==> src/rtl/swarq_pkg.sv <==
// ----------------------------------------------------------------------------
// swarq_pkg
// Shared types and constants of the sliding-window ARQ receiver: field widths,
// result kinds, register indexes and the controller/datapath command bundles.
// ----------------------------------------------------------------------------
package swarq_pkg;

  // Fixed field widths
  localparam int SEQ_W     = 32;
  localparam int FLAGS_W   = 8;
  localparam int PAYLOAD_W = 32;
  localparam int KIND_W    = 2;
  localparam int DATA_W    = 32;
  localparam int ADDR_W    = 3;

  // Flag codes
  localparam logic [FLAGS_W-1:0] FLAG_DATA   = 8'd0;
  localparam logic [FLAGS_W-1:0] FLAG_FINISH = 8'd4;

  // Register indexes (paddr[2])
  localparam logic REG_MODE      = 1'b0;
  localparam logic REG_START_SEQ = 1'b1;

  // Mode codes
  localparam logic MODE_GBN = 1'b0;
  localparam logic MODE_SR  = 1'b1;

  typedef enum logic [KIND_W-1:0] {
    KIND_ACK     = 2'd0,
    KIND_NACK    = 2'd1,
    KIND_DELIVER = 2'd2,
    KIND_FINISH  = 2'd3
  } kind_t;

  // Source of the result sequence number
  typedef enum logic [1:0] {
    SEQ_ITEM   = 2'd0,
    SEQ_NE     = 2'd1,
    SEQ_NE_RUN = 2'd2,
    SEQ_NE_ONE = 2'd3
  } seq_sel_t;

  // Source of the result payload
  typedef enum logic [1:0] {
    PL_ZERO = 2'd0,
    PL_SLOT = 2'd1,
    PL_ITEM = 2'd2
  } pl_sel_t;

  // Controller -> datapath
  typedef struct packed {
    logic     capture;
    logic     push;
    kind_t    kind;
    seq_sel_t seq_sel;
    pl_sel_t  pl_sel;
    logic     last;
    logic     slot_write;
    logic     scan_start;
    logic     scan_step;
    logic     advance;
    logic     cnt_dec;
    logic     set_wait;
    logic     clr_wait;
  } cmd_t;

  // Datapath -> controller
  typedef struct packed {
    logic out_free;
    logic crc_ok;
    logic finish;
    logic data;
    logic mode;
    logic seq_match;
    logic waiting;
    logic run_more;
    logic cnt_zero;
    logic cnt_one;
  } sts_t;

endpackage

==> src/rtl/swarq_if.sv <==
// ----------------------------------------------------------------------------
// swarq_if
// Valid/ready channels of the receiver: received packets in, results out.
// ----------------------------------------------------------------------------
interface swarq_pkt_if;
  import swarq_pkg::*;

  logic                 valid;
  logic                 ready;
  logic [SEQ_W-1:0]     seq;
  logic [FLAGS_W-1:0]   flags;
  logic                 crc_ok;
  logic [PAYLOAD_W-1:0] payload;

  modport source (output valid, seq, flags, crc_ok, payload, input ready);
  modport sink   (input valid, seq, flags, crc_ok, payload, output ready);
endinterface

interface swarq_res_if;
  import swarq_pkg::*;

  logic                 valid;
  logic                 ready;
  logic [KIND_W-1:0]    kind;
  logic [SEQ_W-1:0]     out_seq;
  logic [PAYLOAD_W-1:0] out_payload;
  logic                 last;

  modport source (output valid, kind, out_seq, out_payload, last, input ready);
  modport sink   (input valid, kind, out_seq, out_payload, last, output ready);
endinterface

==> src/rtl/swarq_regs.sv <==
// ----------------------------------------------------------------------------
// swarq_regs
// APB register file: mode and start_seq. A start_seq write pulses a session
// reload toward the datapath.
// ----------------------------------------------------------------------------
module swarq_regs (
  input  logic                          clk,
  input  logic                          rst,
  input  logic                          psel,
  input  logic                          penable,
  input  logic                          pwrite,
  input  logic [swarq_pkg::ADDR_W-1:0]  paddr,
  input  logic [swarq_pkg::DATA_W-1:0]  pwdata,
  output logic [swarq_pkg::DATA_W-1:0]  prdata,
  output logic                          pready,
  output logic                          mode,
  output logic                          start_load,
  output logic [swarq_pkg::SEQ_W-1:0]   start_seq
);
  import swarq_pkg::*;

  logic wr;
  logic idx;

  assign pready = 1'b1;
  assign wr     = psel && penable && pwrite && pready;
  assign idx    = paddr[2];

  // register writes
  always_ff @(posedge clk) begin
    if (rst) begin
      mode      <= MODE_SR;
      start_seq <= '0;
    end else if (wr) begin
      case (idx)
        REG_MODE:      mode      <= pwdata[0];
        REG_START_SEQ: start_seq <= pwdata[SEQ_W-1:0];
        default:       ;
      endcase
    end
  end

  // session reload strobe, in the cycle after the write so start_seq
  // already holds the new value
  always_ff @(posedge clk) begin
    if (rst) begin
      start_load <= 1'b0;
    end else begin
      start_load <= wr && (idx == REG_START_SEQ);
    end
  end

  // read mux
  always_comb begin
    case (idx)
      REG_MODE:      prdata = DATA_W'(mode);
      REG_START_SEQ: prdata = DATA_W'(start_seq);
      default:       prdata = '0;
    endcase
  end

endmodule

==> src/rtl/swarq_dp.sv <==
// ----------------------------------------------------------------------------
// swarq_dp
// Receiver datapath: captured packet, window slot store, base pointer,
// next expected number, run scan counter and the result output register.
// ----------------------------------------------------------------------------
module swarq_dp #(
  parameter int WINDOW_SLOTS = 8,
  parameter int PAYLOAD_BITS = 32
) (
  input  logic                             clk,
  input  logic                             rst,
  // configuration
  input  logic                             mode,
  input  logic                             start_load,
  input  logic [swarq_pkg::SEQ_W-1:0]      start_seq,
  // packet fields
  input  logic [swarq_pkg::SEQ_W-1:0]      seq,
  input  logic [swarq_pkg::FLAGS_W-1:0]    flags,
  input  logic                             crc_ok,
  input  logic [swarq_pkg::PAYLOAD_W-1:0]  payload,
  // result register
  output logic                             out_valid,
  input  logic                             out_ready,
  output logic [swarq_pkg::KIND_W-1:0]     kind,
  output logic [swarq_pkg::SEQ_W-1:0]      out_seq,
  output logic [swarq_pkg::PAYLOAD_W-1:0]  out_payload,
  output logic                             last,
  // controller
  input  swarq_pkg::cmd_t                  cmd,
  output swarq_pkg::sts_t                  sts
);
  import swarq_pkg::*;

  localparam int SW = (PAYLOAD_BITS < PAYLOAD_W) ? PAYLOAD_BITS : PAYLOAD_W;
  localparam int BW = (WINDOW_SLOTS > 1) ? $clog2(WINDOW_SLOTS) : 1;
  localparam int CW = $clog2(WINDOW_SLOTS + 1);

  // captured packet
  logic [SEQ_W-1:0]   item_seq;
  logic [FLAGS_W-1:0] item_flags;
  logic               item_crc;
  logic [SW-1:0]      item_pl;

  // window state
  logic [WINDOW_SLOTS-1:0] slot_valid;
  logic [SW-1:0]           slot_payload [WINDOW_SLOTS];
  logic [SW-1:0]           rd_data;
  logic [BW-1:0]           base;
  logic [BW-1:0]           base_inc;
  logic [BW-1:0]           base_next;
  logic [SEQ_W-1:0]        next_exp;
  logic                    waiting;
  logic [BW-1:0]           ptr;
  logic [CW-1:0]           cnt;

  // window position of the captured packet
  logic [SEQ_W:0]   diff;
  logic             in_win;
  logic [BW:0]      wsum;
  logic [BW-1:0]    widx;
  logic             wr_en;

  // capture the packet
  always_ff @(posedge clk) begin
    if (cmd.capture) begin
      item_seq   <= seq;
      item_flags <= flags;
      item_crc   <= crc_ok;
      item_pl    <= payload[SW-1:0];
    end
  end

  // window check: seq in [next_exp, next_exp + WINDOW_SLOTS)
  assign diff   = {1'b0, item_seq} - {1'b0, next_exp};
  assign in_win = !diff[SEQ_W] && (diff[SEQ_W-1:0] < SEQ_W'(WINDOW_SLOTS));
  assign wsum   = {1'b0, base} + diff[BW:0];
  assign widx   = (wsum >= (BW+1)'(WINDOW_SLOTS)) ?
                  BW'(wsum - (BW+1)'(WINDOW_SLOTS)) : wsum[BW-1:0];
  assign wr_en  = cmd.slot_write && in_win && !slot_valid[widx];

  // base pointer arithmetic
  assign base_inc  = (base == BW'(WINDOW_SLOTS - 1)) ? '0 : base + 1'b1;
  assign base_next = start_load ? '0 : (cmd.advance ? base_inc : base);

  // slot payload memory, read port follows the base
  always_ff @(posedge clk) begin
    if (wr_en) begin
      slot_payload[widx] <= item_pl;
    end
    rd_data <= slot_payload[base_next];
  end

  // valid bits, base, next expected, resend flag
  always_ff @(posedge clk) begin
    if (rst) begin
      slot_valid <= '0;
      base       <= '0;
      next_exp   <= '0;
      waiting    <= 1'b0;
    end else if (start_load) begin
      slot_valid <= '0;
      base       <= '0;
      next_exp   <= start_seq;
      waiting    <= 1'b0;
    end else begin
      if (wr_en) begin
        slot_valid[widx] <= 1'b1;
      end
      if (cmd.advance) begin
        slot_valid[base] <= 1'b0;
        next_exp         <= next_exp + 1'b1;
      end
      base <= base_next;
      if (cmd.set_wait) begin
        waiting <= 1'b1;
      end else if (cmd.clr_wait) begin
        waiting <= 1'b0;
      end
    end
  end

  // contiguous run scan from the base
  always_ff @(posedge clk) begin
    if (rst) begin
      cnt <= '0;
      ptr <= '0;
    end else if (cmd.scan_start) begin
      cnt <= '0;
      ptr <= base;
    end else if (cmd.scan_step) begin
      cnt <= cnt + 1'b1;
      ptr <= (ptr == BW'(WINDOW_SLOTS - 1)) ? '0 : ptr + 1'b1;
    end else if (cmd.cnt_dec) begin
      cnt <= cnt - 1'b1;
    end
  end

  // result register
  logic [SEQ_W-1:0]     seq_mux;
  logic [PAYLOAD_W-1:0] pl_mux;

  always_comb begin
    case (cmd.seq_sel)
      SEQ_ITEM:   seq_mux = item_seq;
      SEQ_NE:     seq_mux = next_exp;
      SEQ_NE_RUN: seq_mux = next_exp + SEQ_W'(cnt);
      SEQ_NE_ONE: seq_mux = next_exp + 1'b1;
      default:    seq_mux = item_seq;
    endcase
    case (cmd.pl_sel)
      PL_SLOT: pl_mux = PAYLOAD_W'(rd_data);
      PL_ITEM: pl_mux = PAYLOAD_W'(item_pl);
      default: pl_mux = '0;
    endcase
  end

  always_ff @(posedge clk) begin
    if (rst) begin
      out_valid <= 1'b0;
    end else if (cmd.push) begin
      out_valid <= 1'b1;
    end else if (out_ready) begin
      out_valid <= 1'b0;
    end
  end

  always_ff @(posedge clk) begin
    if (cmd.push) begin
      kind        <= cmd.kind;
      out_seq     <= seq_mux;
      out_payload <= pl_mux;
      last        <= cmd.last;
    end
  end

  // status to the controller
  always_comb begin
    sts.out_free  = !out_valid || out_ready;
    sts.crc_ok    = item_crc;
    sts.finish    = (item_flags == FLAG_FINISH);
    sts.data      = (item_flags == FLAG_DATA);
    sts.mode      = mode;
    sts.seq_match = (item_seq == next_exp);
    sts.waiting   = waiting;
    sts.run_more  = (cnt != CW'(WINDOW_SLOTS)) && slot_valid[ptr];
    sts.cnt_zero  = (cnt == '0);
    sts.cnt_one   = (cnt == CW'(1));
  end

  // a pending result is never overwritten
  a_push_free: assert property (@(posedge clk) disable iff (rst)
    cmd.push |-> (!out_valid || out_ready))
    else $error("result register overwritten");

  // run length never exceeds the window
  a_cnt_range: assert property (@(posedge clk) disable iff (rst)
    cnt <= CW'(WINDOW_SLOTS))
    else $error("run count beyond window");

  // advancing frees the old base slot and steps the expected number
  a_adv_free: assert property (@(posedge clk) disable iff (rst)
    (cmd.advance && !start_load) |=> !slot_valid[$past(base)])
    else $error("base slot still valid after advance");

  a_adv_seq: assert property (@(posedge clk) disable iff (rst)
    (cmd.advance && !start_load) |=> (next_exp == $past(next_exp) + 1'b1))
    else $error("next expected did not step");

endmodule

==> src/rtl/swarq_ctrl.sv <==
// ----------------------------------------------------------------------------
// swarq_ctrl
// Receiver controller: accepts a packet, classifies it, and sequences the
// slot write, run scan, ACK and in-order delivery through the datapath.
// ----------------------------------------------------------------------------
module swarq_ctrl (
  input  logic             clk,
  input  logic             rst,
  input  logic             in_valid,
  output logic             in_ready,
  output swarq_pkg::cmd_t  cmd,
  input  swarq_pkg::sts_t  sts
);
  import swarq_pkg::*;

  typedef enum logic [5:0] {
    S_IDLE       = 6'b000001,
    S_DECODE     = 6'b000010,
    S_SCAN       = 6'b000100,
    S_ACK        = 6'b001000,
    S_DELIVER    = 6'b010000,
    S_GB_DELIVER = 6'b100000
  } state_t;

  state_t state, state_next;

  always_ff @(posedge clk) begin
    if (rst) begin
      state <= S_IDLE;
    end else begin
      state <= state_next;
    end
  end

  assign in_ready = (state == S_IDLE);

  // next state and commands
  always_comb begin
    state_next = state;
    cmd        = '0;
    case (state)
      S_IDLE: begin
        if (in_valid) begin
          cmd.capture = 1'b1;
          state_next  = S_DECODE;
        end
      end

      S_DECODE: begin
        if (!sts.crc_ok) begin
          if (sts.out_free) begin
            cmd.push    = 1'b1;
            cmd.kind    = KIND_NACK;
            cmd.seq_sel = SEQ_ITEM;
            cmd.pl_sel  = PL_ZERO;
            cmd.last    = 1'b1;
            state_next  = S_IDLE;
          end
        end else if (sts.finish) begin
          if (sts.out_free) begin
            cmd.push    = 1'b1;
            cmd.kind    = KIND_FINISH;
            cmd.seq_sel = SEQ_ITEM;
            cmd.pl_sel  = PL_ZERO;
            cmd.last    = 1'b1;
            state_next  = S_IDLE;
          end
        end else if (!sts.data) begin
          state_next = S_IDLE;
        end else if (sts.mode == MODE_SR) begin
          cmd.slot_write = 1'b1;
          cmd.scan_start = 1'b1;
          state_next     = S_SCAN;
        end else if (sts.seq_match) begin
          if (sts.out_free) begin
            cmd.push    = 1'b1;
            cmd.kind    = KIND_ACK;
            cmd.seq_sel = SEQ_NE_ONE;
            cmd.pl_sel  = PL_ZERO;
            state_next  = S_GB_DELIVER;
          end
        end else if (!sts.waiting) begin
          if (sts.out_free) begin
            cmd.push     = 1'b1;
            cmd.kind     = KIND_ACK;
            cmd.seq_sel  = SEQ_NE;
            cmd.pl_sel   = PL_ZERO;
            cmd.last     = 1'b1;
            cmd.set_wait = 1'b1;
            state_next   = S_IDLE;
          end
        end else begin
          state_next = S_IDLE;
        end
      end

      // count the contiguous filled slots, one a cycle
      S_SCAN: begin
        if (sts.run_more) begin
          cmd.scan_step = 1'b1;
        end else begin
          state_next = S_ACK;
        end
      end

      // cumulative ACK
      S_ACK: begin
        if (sts.out_free) begin
          cmd.push    = 1'b1;
          cmd.kind    = KIND_ACK;
          cmd.seq_sel = SEQ_NE_RUN;
          cmd.pl_sel  = PL_ZERO;
          cmd.last    = sts.cnt_zero;
          state_next  = sts.cnt_zero ? S_IDLE : S_DELIVER;
        end
      end

      // drain the run from the base slot
      S_DELIVER: begin
        if (sts.out_free) begin
          cmd.push    = 1'b1;
          cmd.kind    = KIND_DELIVER;
          cmd.seq_sel = SEQ_NE;
          cmd.pl_sel  = PL_SLOT;
          cmd.last    = sts.cnt_one;
          cmd.advance = 1'b1;
          cmd.cnt_dec = 1'b1;
          if (sts.cnt_one) begin
            state_next = S_IDLE;
          end
        end
      end

      // go-back-N delivery of the expected packet
      S_GB_DELIVER: begin
        if (sts.out_free) begin
          cmd.push     = 1'b1;
          cmd.kind     = KIND_DELIVER;
          cmd.seq_sel  = SEQ_ITEM;
          cmd.pl_sel   = PL_ITEM;
          cmd.last     = 1'b1;
          cmd.advance  = 1'b1;
          cmd.clr_wait = 1'b1;
          state_next   = S_IDLE;
        end
      end

      default: begin
        state_next = S_IDLE;
      end
    endcase
  end

endmodule

==> src/rtl/sliding_window_arq_receiver_core.sv <==
// ----------------------------------------------------------------------------
// sliding_window_arq_receiver_core
// Receiver side of a selective-repeat / go-back-N ARQ, one packet per item.
// ----------------------------------------------------------------------------
// One packet is taken at a time; pkt.ready is high only while the controller
// is idle. For a selective-repeat packet the controller scans the window one
// slot a cycle to count the run of in-order slots to deliver, issues the
// cumulative ACK, then drains one slot per cycle through the slot memory read
// port while the output register is free. Results leave through a one-entry
// output register, so a stalled result.ready holds the controller where it
// stands. Registers: mode at 0x0 (0 go-back-N, 1 selective repeat), start_seq
// at 0x4; writing start_seq starts a new session on the following cycle and
// must only be done while the block is idle.
// ----------------------------------------------------------------------------
module sliding_window_arq_receiver_core #(
  parameter int WINDOW_SLOTS = 8,
  parameter int PAYLOAD_BITS = 32
) (
  input  logic                          clk,
  input  logic                          rst,
  swarq_pkt_if.sink                     pkt,
  swarq_res_if.source                   result,
  input  logic                          psel,
  input  logic                          penable,
  input  logic                          pwrite,
  input  logic [swarq_pkg::ADDR_W-1:0]  paddr,
  input  logic [swarq_pkg::DATA_W-1:0]  pwdata,
  output logic [swarq_pkg::DATA_W-1:0]  prdata,
  output logic                          pready
);
  import swarq_pkg::*;

  logic             mode;
  logic             start_load;
  logic [SEQ_W-1:0] start_seq;
  cmd_t             cmd;
  sts_t             sts;

  swarq_regs u_regs (
    .clk        (clk),
    .rst        (rst),
    .psel       (psel),
    .penable    (penable),
    .pwrite     (pwrite),
    .paddr      (paddr),
    .pwdata     (pwdata),
    .prdata     (prdata),
    .pready     (pready),
    .mode       (mode),
    .start_load (start_load),
    .start_seq  (start_seq)
  );

  swarq_ctrl u_ctrl (
    .clk      (clk),
    .rst      (rst),
    .in_valid (pkt.valid),
    .in_ready (pkt.ready),
    .cmd      (cmd),
    .sts      (sts)
  );

  swarq_dp #(
    .WINDOW_SLOTS (WINDOW_SLOTS),
    .PAYLOAD_BITS (PAYLOAD_BITS)
  ) u_dp (
    .clk         (clk),
    .rst         (rst),
    .mode        (mode),
    .start_load  (start_load),
    .start_seq   (start_seq),
    .seq         (pkt.seq),
    .flags       (pkt.flags),
    .crc_ok      (pkt.crc_ok),
    .payload     (pkt.payload),
    .out_valid   (result.valid),
    .out_ready   (result.ready),
    .kind        (result.kind),
    .out_seq     (result.out_seq),
    .out_payload (result.out_payload),
    .last        (result.last),
    .cmd         (cmd),
    .sts         (sts)
  );

endmodule

==> src/flat_wrapper.sv <==
// flat-port wrapper written by rule: the top's interface ports become plain ports
module sliding_window_arq_receiver_core_flat import swarq_pkg::*;
#(
  parameter int WINDOW_SLOTS = 8,
  parameter int PAYLOAD_BITS = 32
)
  (clk, rst, psel, penable, pwrite, paddr, pwdata, prdata, pready, pkt_valid, pkt_seq, pkt_flags, pkt_crc_ok, pkt_payload, pkt_ready, result_valid, result_kind, result_out_seq, result_out_payload, result_last, result_ready);
  swarq_pkt_if pkt_i ();
  swarq_res_if result_i ();
  input  logic clk;
  input  logic rst;
  input  logic psel;
  input  logic penable;
  input  logic pwrite;
  input  logic [swarq_pkg::ADDR_W-1:0] paddr;
  input  logic [swarq_pkg::DATA_W-1:0] pwdata;
  output logic [swarq_pkg::DATA_W-1:0] prdata;
  output logic pready;
  input wire logic [$bits(pkt_i.valid)-1:0] pkt_valid;
  input wire logic [$bits(pkt_i.seq)-1:0] pkt_seq;
  input wire logic [$bits(pkt_i.flags)-1:0] pkt_flags;
  input wire logic [$bits(pkt_i.crc_ok)-1:0] pkt_crc_ok;
  input wire logic [$bits(pkt_i.payload)-1:0] pkt_payload;
  output wire logic [$bits(pkt_i.ready)-1:0] pkt_ready;
  output wire logic [$bits(result_i.valid)-1:0] result_valid;
  output wire logic [$bits(result_i.kind)-1:0] result_kind;
  output wire logic [$bits(result_i.out_seq)-1:0] result_out_seq;
  output wire logic [$bits(result_i.out_payload)-1:0] result_out_payload;
  output wire logic [$bits(result_i.last)-1:0] result_last;
  input wire logic [$bits(result_i.ready)-1:0] result_ready;
  assign pkt_i.valid = pkt_valid;
  assign pkt_i.seq = pkt_seq;
  assign pkt_i.flags = pkt_flags;
  assign pkt_i.crc_ok = pkt_crc_ok;
  assign pkt_i.payload = pkt_payload;
  assign pkt_ready = pkt_i.ready;
  assign result_valid = result_i.valid;
  assign result_kind = result_i.kind;
  assign result_out_seq = result_i.out_seq;
  assign result_out_payload = result_i.out_payload;
  assign result_last = result_i.last;
  assign result_i.ready = result_ready;
  sliding_window_arq_receiver_core #(.WINDOW_SLOTS(WINDOW_SLOTS), .PAYLOAD_BITS(PAYLOAD_BITS)) u_core (.clk(clk), .rst(rst), .pkt(pkt_i), .result(result_i), .psel(psel), .penable(penable), .pwrite(pwrite), .paddr(paddr), .pwdata(pwdata), .prdata(prdata), .pready(pready));
endmodule
==> config.mk <==
export PLATFORM = sky130hd
export DESIGN_NAME = sliding_window_arq_receiver_core_flat
export DESIGN_NICKNAME = d
export VERILOG_FILES = /design/src/rtl/swarq_pkg.sv /design/src/rtl/swarq_if.sv /design/src/rtl/swarq_regs.sv /design/src/rtl/swarq_dp.sv /design/src/rtl/swarq_ctrl.sv /design/src/rtl/sliding_window_arq_receiver_core.sv /design/src/flat_wrapper.sv
export SDC_FILE = /design/constraint.sdc
export NUM_CORES = 1
export LEC_CHECK = 0
export BUFFER_PORTS_ARGS = -buffer_cell sky130_fd_sc_hd__buf_2
export CORE_ASPECT_RATIO = 0.8
export CORE_MARGIN = 3
export CORE_UTILIZATION = 54
export DETAILED_ROUTE_END_ITERATION = 8
export PLACE_DENSITY = 0.85
export SLEW_MARGIN = 20
export SYNTH_ARGS = -nofsm -noshare
export SYNTH_HDL_FRONTEND = slang
export SYNTH_HIERARCHICAL = 1
export SYNTH_SLANG_ARGS = --single-unit
==> constraint.sdc <==
create_clock -name clk -period 7.35 [get_ports clk]
set_input_delay 0.735 -clock clk [delete_from_list [all_inputs] [get_ports clk]]
set_output_delay 0.735 -clock clk [all_outputs]
set_load 0.01 [all_outputs]
==> metrics.md <==
| Metric | Value |
|---|---|
| Outcome | `finished, final reports clean` |
| Vias in the first global route | `17900` |
| Post-synth EDFFs | `396` |
| Largest area contributor in the netlist | `edfxtp_1` |
| Multi-input gate area | `roughly 9600 sq um` |
| Total track usage | `0.282` |
| Endpoints failing setup | `0` |
| Crit Path Class | `register to register` |
| Max_cap viols | `0` |
| Top_reg_cell synth | `edfxtp_1` |
| Crit path largest cell delay | `~0.81 ns` |
| Placed cell area | `26200 sq um` |
| I/O pins | `217` |
| Number of setup buffers added after CTS | `0` |
| Avg Inst Size Synth | `12.2 sq um` |
| Unique masters post-synth | `slightly below 90` |
| Core area | `44700 sq um` |
| CP endpoint kind | `register` |
| Detail Placement HPWL | `between 40000 and 50000 microns` |
| Cts bufs inserted | `50` |
| Slew Limit Headroom | `0.259` |
| Die Y | `between 150 and 200 microns` |
| Synth Instances | `2016` |
| Share of layout cells above drive strength 1 | `0.207` |
| Clock-pin slew on the worst setup and hold paths | `~0.060 ns` |
| Vias per cell | `around 6.4` |
| Gp weighted congestion | `about 0.94` |
| Period utilization | `0.830` |
| Final #Nets | `2356` |
| Clk Latency, worst-skew pair | `between 0.6 and 0.7 ns` |
| Max VDD drop | `204 uV` |
| Final wirelength | `between 60000 and 70000 microns` |
| Initial Utilization | `0.550` |
| Routed len/inst | `roughly 24 microns` |
| Yosys reg bits | `520` |
| CP bufs+invs | `2` |
| Die area | `slightly below 50000 sq um` |
| Post-Syn Nets | `2181` |
| Final-report max-slew violation count | `0` |
| Worst slew pin tran | `1.10 ns` |
| Final worst path period need | `between 6 and 7 ns` |
| Max Clk Rate | `0.164 GHz` |
| Die W | `245 microns` |
| Post-route ant nets | `0` |
| IO Port Bufs | `213` |
| Largest net degree at the start of global routing | `around 100` |
| Synth Cell Area | `24600 sq um` |
| Sequential-to-total area share from yosys stat | `0.584` |
| Leakage | `0.00951 uW` |
| Clk sinks | `between 500 and 600` |
| DR DRC count | `0` |
| HP Class | `primary input to register` |
| Worst path cell trace | `inv_1, ha_1, fa_1, fa_1, mux2i_1, o22ai_1, mux2i_1, o21ai_1, or3_1, or4_1, nor4b_2, o2111ai_2, nor4_2, buf_4` |
| Post-synth top area share | `0.483` |
| FILL cells | `3298` |
| CTS Buffer Depth | `3` |
| Grt total ovfl | `0` |
| Pwr per Cell Area | `253 nW/um^2` |
| Row Count | `between 60 and 70` |
| Worst setup SP type | `register` |
| Initial antenna violation count | `2` |
| Delay-heaviest family, CP | `simple AND/OR/NAND/NOR gates` |
| Final non-filler cell total | `2836` |
| DR iter-0 viols | `2308` |
| Finished Cell Area | `27900 sq um` |
| Worst Skew | `0.0557 ns` |
| Final hold vios | `0` |
| Final setup TNS | `0 ns` |
| Worst EP arrival | `6.31 ns` |
| CTS tree | `done` |
| Post_cts resized | `0` |
| YS warnings | `6` |
| Seq. cell area | `roughly 14000 sq um` |
| Vias | `18200` |
| Top post-synthesis cells by area | `edfxtp_1 (48%), dfxtp_1 (10%), mux4_2 (6.1%)` |
| Worst Path Required | `7.56 ns` |
| Area Overhead vs Synth | `13.3%` |
| Clk root buf | `clkbuf_16` |
| RSZ-0062 raised after global routing | `false` |
| H-tree depth | `2` |
| Worst path slowest cell | `fa_1` |
| Drt pass-1 iters | `6` |
| First-pass GRT wire length | `104000 microns` |
| Quantity of hold-fixing buffers added after cts | `0` |
| Dpl cells | `between 2000 and 3000` |
| Worst-path fanout max | `32` |
| Asr flop ratio synth | `0` |
-- state kept, by name, summed over array words and instances, names as in the netlist, 3 cells and up --
register,flops
u_core/u_ctrl/state,6
u_core/u_dp/ptr,3
u_core/u_dp/base,3
u_core/u_dp/item_seq,32
u_core/u_dp/slot_payload,256
u_core/u_dp/slot_valid,8
u_core/u_dp/rd_data,32
u_core/u_dp/out_seq,32
u_core/u_dp/item_flags,8
u_core/u_dp/item_pl,32
u_core/u_dp/next_exp,32
u_core/u_dp/out_payload,32
u_core/u_dp/cnt,4
u_core/u_regs/start_seq,32
-- synthesized netlist by cell type, types with 9 or more instances --
| cell type | count |
|---|---|
| a31oi_1 | 14 |
| inv_1 | 63 |
| nand2_1 | 151 |
| and3_1 | 16 |
| nor2_1 | 180 |
| mux2_2 | 36 |
| nor4_1 | 28 |
| nand3_1 | 43 |
| mux2i_1 | 52 |
| mux4_2 | 67 |
| o211ai_1 | 9 |
| nand3b_1 | 10 |
| a211o_1 | 9 |
| nor3_1 | 37 |
| edfxtp_1 | 396 |
| ha_1 | 47 |
| a211oi_1 | 14 |
| clkbuf_1 | 96 |
| and4_1 | 9 |
| a32oi_1 | 14 |
| dfxtp_1 | 124 |
| a21oi_1 | 114 |
| and2_1 | 39 |
| o22ai_1 | 16 |
| a21o_1 | 17 |
| nor2b_1 | 11 |
| or3_1 | 12 |
| xnor2_1 | 43 |
| a22oi_1 | 34 |
| nand2b_1 | 72 |
| o21ai_0 | 67 |
| nand4_1 | 32 |
-- routing by layer --
layer  track usage  vias up  share of wire
met5             0        -        0.00029
met4         0.110        2          0.034
met1         0.395     8884           0.39
met2         0.438     1136           0.46
li1              -     7945              -
met3        0.0594      201           0.11
-- power breakdown --
group / leakage [uW] / internal [uW] / switching, uW
registers: 0.00460 / 3390 / 147
logic: 0.00412 / 326 / 640
clock network: 0.000791 / 1420 / 1140
-- kinds of logic after synthesis --
kind of cell	share of synthesized area
mux	0.0989
compound gates	0.102
simple gates	0.137
fa+ha+maj	0.0263
flops	0.584
xor+xnor	0.0192
other cells	0.000152
buf+inv	0.0318
-- cell usage in the layout, fill, tap and decap left out, types with 7 or more instances in the layout --
cell	Yosys	layout
dfxtp_1	124	123
inv_1	63	63
o211ai_1	9	9
a211o_1	9	9
clkbuf_1	96	15
nand2_1	151	151
nor2b_1	11	11
or3_1	12	12
a31oi_1	14	14
o21ai_0	67	67
buf_2	5	213
and3_1	16	16
a211oi_1	14	14
nor3_1	37	37
a21o_1	17	17
nand3_1	43	43
clkinv_2	0	8
edfxtp_1	396	396
nand2b_1	72	72
mux2_2	36	36
nand3b_1	10	10
mux2i_1	52	52
clkinv_1	3	9
o31ai_1	7	7
xnor2_1	43	43
a32oi_1	14	14
nor2_1	180	177
nor4_1	28	23
clkbuf_16	0	51
and4_1	9	8
nand4_1	32	32
a22oi_1	34	34
buf_4	6	26
ha_1	47	45
a21oi_1	114	110
mux4_2	67	67
o22ai_1	16	16
and2_1	39	38
-- stage by stage --
stage          power [uW]  hold WS (ns)  worst slack, ns  utilization
6_report             7070         0.278             1.25        0.624
5_1_grt              7310         0.260             1.14        0.624
4_1_cts              7080         0.248             1.41        0.623
3_5_place_dp         4530         0.480             1.53        0.587
3_3_place_gp         4500         0.474             1.63        0.587
2_1_floorplan        4170         0.440           -0.357            -
-- worst paths after layout --
path,endpoint,cells after the start,slack [ns],startpoint
max,u_core/u_dp/slot_payload[1][28],14,1.25,u_core/u_dp/item_seq[0]
min,u_core/u_dp/item_pl[5],1,0.28,pkt_payload[5]
max reg2reg,u_core/u_dp/slot_payload[1][28],14,1.25,u_core/u_dp/item_seq[0]
min reg2reg,u_core/u_regs/start_seq[26],2,0.49,u_core/u_regs/start_seq[26]
-- area by class of cell --
| type | count | area share |
|---|---|---|
| sequential | 520 | 0.515 |
| multi-input combinational | 1312 | 0.343 |
| clock buffer | 68 | 0.0487 |
| timing repair buffer | 241 | 0.0466 |
| tap | 603 | 0.0270 |
| clock inverter | 25 | 0.0102 |
| inverter | 66 | 0.00888 |
| antenna | 1 | 0.0000897 |
Note: power is estimated with default switching activity, not from simulation.
